## src/hw/rtl/cbba_pkg.sv

```systemverilog
// Shared types and constants of the contiguous bitmap block allocator.
package cbba_pkg;

  localparam int unsigned MapBits   = 32768;
  localparam int unsigned WordBits  = 32;
  localparam int unsigned MapWords  = MapBits / WordBits;
  localparam int unsigned WaddrBits = $clog2(MapWords);
  localparam int unsigned BitBits   = $clog2(WordBits);
  localparam int unsigned BlkBits   = $clog2(MapBits);
  localparam int unsigned ChunkBits = 8;

  typedef enum logic [1:0] {
    CMD_ALLOC = 2'd0,
    CMD_WRITE = 2'd1,
    CMD_READ  = 2'd2,
    CMD_SETFC = 2'd3
  } cbba_cmd_e;

  typedef enum logic [1:0] {
    ST_FULL = 2'd0,
    ST_PART = 2'd1,
    ST_NONE = 2'd2,
    ST_DONE = 2'd3
  } cbba_status_e;

  typedef enum logic [0:0] {
    REG_FIRST_BLOCK = 1'b0,
    REG_BLOCK_LIMIT = 1'b1
  } cbba_reg_e;

  typedef enum logic [2:0] {
    S_CLEAR,
    S_IDLE,
    S_SCAN,
    S_MARK_RD,
    S_MARK_WR,
    S_RESP
  } cbba_state_e;

  typedef struct packed {
    logic [1:0]  cmd;
    logic [15:0] run_length;
    logic [9:0]  word_index;
    logic [31:0] word_value;
    logic [15:0] free_value;
  } cbba_in_t;

  typedef struct packed {
    logic [1:0]  status;
    logic [14:0] run_base;
    logic [15:0] granted;
    logic [31:0] read_word;
    logic [15:0] free_count;
  } cbba_out_t;

  typedef struct packed {
    logic [14:0] first_data_block;
    logic [31:0] block_limit;
  } cbba_cfg_t;

endpackage

```

## src/hw/rtl/cbba_cfg.sv

```systemverilog
// APB-style configuration registers of the allocator.
module cbba_cfg (
  input  logic               clk_i,
  input  logic               rst_ni,
  input  logic               psel,
  input  logic               penable,
  input  logic               pwrite,
  input  logic [2:0]         paddr,
  input  logic [31:0]        pwdata,
  output logic [31:0]        prdata,
  output logic               pready,
  output cbba_pkg::cbba_cfg_t cfg_o
);

  logic [14:0] first_q, first_d;
  logic [31:0] limit_q, limit_d;
  logic        wr;

  assign wr     = psel & penable & pwrite;
  assign pready = 1'b1;

  // register write decode
  always_comb begin
    first_d = first_q;
    limit_d = limit_q;
    if (wr) begin
      unique case (cbba_pkg::cbba_reg_e'(paddr[2]))
        cbba_pkg::REG_FIRST_BLOCK: first_d = pwdata[14:0];
        cbba_pkg::REG_BLOCK_LIMIT: limit_d = pwdata;
        default: ;
      endcase
    end
  end

  always_ff @(posedge clk_i or negedge rst_ni) begin
    if (!rst_ni) begin
      first_q <= 15'd0;
      limit_q <= 32'd32768;
    end else begin
      first_q <= first_d;
      limit_q <= limit_d;
    end
  end

  // read back
  always_comb begin
    unique case (cbba_pkg::cbba_reg_e'(paddr[2]))
      cbba_pkg::REG_FIRST_BLOCK: prdata = {17'd0, first_q};
      cbba_pkg::REG_BLOCK_LIMIT: prdata = limit_q;
      default:                   prdata = 32'd0;
    endcase
  end

  assign cfg_o.first_data_block = first_q;
  assign cfg_o.block_limit      = limit_q;

endmodule
```

## config.mk

```make
export PLATFORM = sky130hd
export DESIGN_NAME = cbba_cfg
export DESIGN_NICKNAME = d
export VERILOG_FILES = /design/src/hw/rtl/cbba_pkg.sv /design/src/hw/rtl/cbba_cfg.sv
export SDC_FILE = /design/constraint.sdc
export NUM_CORES = 1
export LEC_CHECK = 0
export ABC_AREA = 1
export BUFFER_PORTS_ARGS = -buffer_cell sky130_fd_sc_hd__buf_2
export CORE_UTILIZATION = 44
export DETAILED_ROUTE_END_ITERATION = 8
export GPL_TIMING_DRIVEN = 0
export PLACE_DENSITY = 0.89
export SETUP_SLACK_MARGIN = 0.5
export SYNTH_ARGS = -nofsm -noshare
export SYNTH_HDL_FRONTEND = slang
export SYNTH_SLANG_ARGS = --single-unit
```

## constraint.sdc

```tcl
create_clock -name clk_i -period 0.8 [get_ports clk_i]
set_input_delay 0.12 -clock clk_i [delete_from_list [all_inputs] [get_ports clk_i]]
set_output_delay 0.12 -clock clk_i [all_outputs]
set_load 0.005 [all_outputs]
```

**Yosys cells after proc, flatten, opt, wreduce, memory -nomap -nowiden**

Cells that the tools add are included.

- Muxes and demuxes: 1
- Bitwise operators: 3
- Reductions and logical operators: 2

Operators by type and width:

| kind | number |
|---|---|
| $pmux W32 S2 | 1 |
| $reduce_and A2 Y1 | 2 |
| $and A1 B1 Y1 | 2 |
| $not A1 Y1 | 1 |

- Register bits: 47
- Output and inout port bits: 80
- Logic and storage cells: 8

**Depth between registers and ports, before layout**

- Depth after elaboration: 3
- Gate-level depth with buffers: 6
- Mapped depth without buffers: 4

**Worst setup path before layout**

OpenSTA, ideal clock, no wires.

- Path kind: in2reg
- From: input paddr[2]
- To: register first_q[0]
- Setup time: 0.117 ns
- Arrival: 0.669 ns
- Data required time: 0.683 ns
- Setup slack: 0.014 ns
- Cell stages on the path: 5
- Buffers on the path: 1
- Cell sequence: inv_1 -> nand4_1 -> buf_2 -> nand2_1 -> nand2_1

- Word-level cells in the longest chain between the ends: 2

Ends and longest elaborated chain:

| item | RTL line | RTL |
|---|---|---|
| from (decl) | cbba_cfg.sv:8 | `input logic [2:0] paddr,` |
| $not A1 Y1 (no source line) | n/a |  |
| $reduce_and A2 Y1 (no source line) | n/a |  |
| to (signal assigned) | cbba_cfg.sv:40 | `first_q <= first_d;` |
| to (decl) | cbba_cfg.sv:15 | `logic [14:0] first_q, first_d;` |

No other way between the ends.
A chain may end at the register's enable or synchronous reset.

**Final worst setup path**

- From: register limit_q[15]
- To: output prdata[15]

- Word-level cells in the longest chain between the ends: 1

Ends and longest elaborated chain:

| item | RTL line | RTL |
|---|---|---|
| from (decl) | cbba_cfg.sv:16 | `logic [31:0] limit_q, limit_d;` |
| from (signal assigned) | cbba_cfg.sv:41 | `limit_q <= limit_d;` |
| $pmux W32 S2 | cbba_cfg.sv:47 | `unique case (cbba_pkg::cbba_reg_e'(paddr[2]))` |
| to (decl) | cbba_cfg.sv:10 | `output logic [31:0] prdata,` |

No other way between the ends.

==> impl_results.md <==
* Status: complete, but fails checks
* Failing checks: hold timing, setup timing
* R2R Path End: first_q[9]
* Crit path arrival time at 1.03 ns
* Maximum VDD drop at about 0.0012 V
* Cell Pwr Density at 1910 nW/um2
* Worst setup SP type: flop
* Worst reg-to-reg path cell count at 4
* Grt ovf at 0
* Bufs on Longest Clock Path at 2
* Final GP Congestion at around 0.75
* Seq cells post-synth at 47
* H-tree levels at 2
* Distinct cells, synth at 12
* Fillers at around 370
* Clock Sinks at 47
* Critical path capture point type: primary output
* CTS buffer count at 5
* FMAX at about 0.87 GHz
* Crit share post-route at 1.44
* Clock-pin transition on the worst setup and hold timing paths at 0.09 ns
* Detailed Route WL at 7020 um
* Worst skew pair latency at 0.29 ns
* Post-Synthesis Cells at between 200 and 300
* Number of global-route vias before repair at ~2.1k
* Initial antenna violation count at 0
* Die H at ~73 um
* Placed Cells at 477
* Area of the multi-input gates at 940 um2
* Most common cell after layout, fill and taps aside: nand2_1
* Clk Tree Root Cell: clkbuf_8
* First-pass GRT wire length at between 9000 and 10000 um
* NumNets Final at 485
* Leak pwr at ~2.2 nW
* Layout cells sized above 1 at 0.446
* PnR worst setup slack at -0.349 ns
* I/O Buffers at 116
* DR WL/cell at 13.7 um
* Area growth from synthesis to layout at 60.2%
* Crit Path Max Fanout at 3
* Critical path type: reg -> out
* Final routed DRC violation total at 0
* Pins Over Slew Limit at 0
* Global Route Usage Sum at 0.241
* Final setup vio count at 81
* Crit Reg-Reg Startpoint: first_q[9]
* Max cap viols at 0
* Worst path required time at 0.68 ns
* Synth Cell Area at around 2200 um2
* Final antenna-violating net count at 0
* Commonest cells after routing, fill and taps aside: nand2_1 (144), buf_2 (114), dfrtp_1 (46)
* Rows at 25
* Placeable Area at 4790 um2
* Largest net degree at the start of global routing at 48
* DIE WIDTH at 72.9 um
* Hold crit path type: in -> async
* Syn_nets at 334
* Final Util at 0.740
* DR iter-0 viols at 107
* Vias at 2476
* Sequential area share after synthesis at 0.533
* Routed vias/inst at 4.83
* TritonCTS clock tree: built
* Synth warn at 0
* R2r setup slk at -0.03 ns
* Fin cells at between 500 and 600
* Post-DP HPWL at roughly 4400 um
* Final antenna diode count at 0
* Final min period at 1.15 ns
* Avg Cell Area, Syn at around 7.5 um2
* Clk_skew at 0 ns
* Hold_ws at -0.260 ns
* Top Ports at between 100 and 150
* Total die area at 5310 um2
* Hold Vio Cnt, Final at 46
* Initial Util at 0.462
* Sequential Area at approximately 1200 um2
* RSZ-0062 raised after global routing: yes
* TritonRoute pass-1 iters at 4
[cells in the mapped netlist (all sizes together)]
library cell,instances,share of area
nand2,157,0.27
dfstp,1,0.012
nand3,47,0.11
dfrtp,46,0.52
buf,14,0.042
nand4,2,0.0057
nor2,1,0.0017
conb,1,0.0017
clkbuf,6,0.010
inv,19,0.032
[report_power, final]
| group | switching (mW) | internal (mW) |
|---|---|---|
| logic | 1.01 | 1.15 |
| clock network | 0.800 | 0.600 |
| registers | 0.365 | 2.83 |
[worst max-delay path, cell delays in order (launching register included)]
cell     delay [ns]
dfstp_2        0.55
nand2_1        0.05
inv_1          0.04
buf_2          0.09
[sequential cells by signal, indices dropped and copies added (netlist names)]
signal / cells
limit_q: 32
first_q: 15
[through the flow]
step / setup TNS, ns / hold slack (ns) / power, mW / instance area (um2) / setup slack [ns]
global route: -18.52 / -0.235 / 7.16 / 3540 / -0.402
detailed placement: -31.55 / 0.347 / 4.94 / 2960 / -0.357
floorplan: 0 / -0.176 / 3.94 / 2290 / 0.0561
finish: -15.37 / -0.260 / 6.75 / 3540 / -0.349
global placement: -29.36 / 0.330 / 4.87 / 2960 / -0.333
CTS: -15.41 / -0.153 / 6.39 / 3180 / -0.360
[worst max-delay path by stage]
stage                     cells after the start   startpoint    endpoint
after floorplan                               2  limit_q[15]  prdata[15]
after global placement                        6     paddr[2]  first_q[2]
after detailed placement                      6     paddr[2]  first_q[7]
after CTS                                     3  limit_q[15]  prdata[15]
after global routing                          3  limit_q[15]  prdata[15]
final                                         3  limit_q[15]  prdata[15]
[logic make-up (layout without fill, tap and decap cells)]
kind of cell,count (synthesis),after routing,synth area share
buf+inv,39,191,0.0849
flops,47,47,0.533
simple gates,207,207,0.381
other cells,1,1,0.00170
[area by class of cell]
| cell class | count | area share |
|---|---|---|
| flip-flops and latches | 47 | 0.333 |
| repair buffers | 144 | 0.270 |
| multi-input cells | 208 | 0.265 |
| plain buffers | 20 | 0.0608 |
| inverters | 19 | 0.0237 |
| well taps | 67 | 0.0237 |
| clock buffers | 5 | 0.0194 |
| clock inverters | 3 | 0.00424 |
[per-layer routing]
metal  wire length, um  global-route usage  vias to the layer above  part of all wire
met4                74              0.0697                        0             0.011
met2              3480               0.418                      109              0.50
met5                 0                   0                        -                 0
li1                  -                   -                     1206                 -
met3               460              0.0566                        8             0.066
met1              3000               0.300                     1153              0.43
[repair_timing]
| action | CTS | global route |
|---|---|---|
| buffers inserted | 12 | 11 |
| endpoints found under the hold margin | 46 | 46 |
| gates cloned | 1 | 4 |
| setup endpoints to repair | 173 | 172 |
| pin swaps | 52 | 24 |
| gates resized for setup | 10 | 47 |
(Power assumes the default switching activity.)
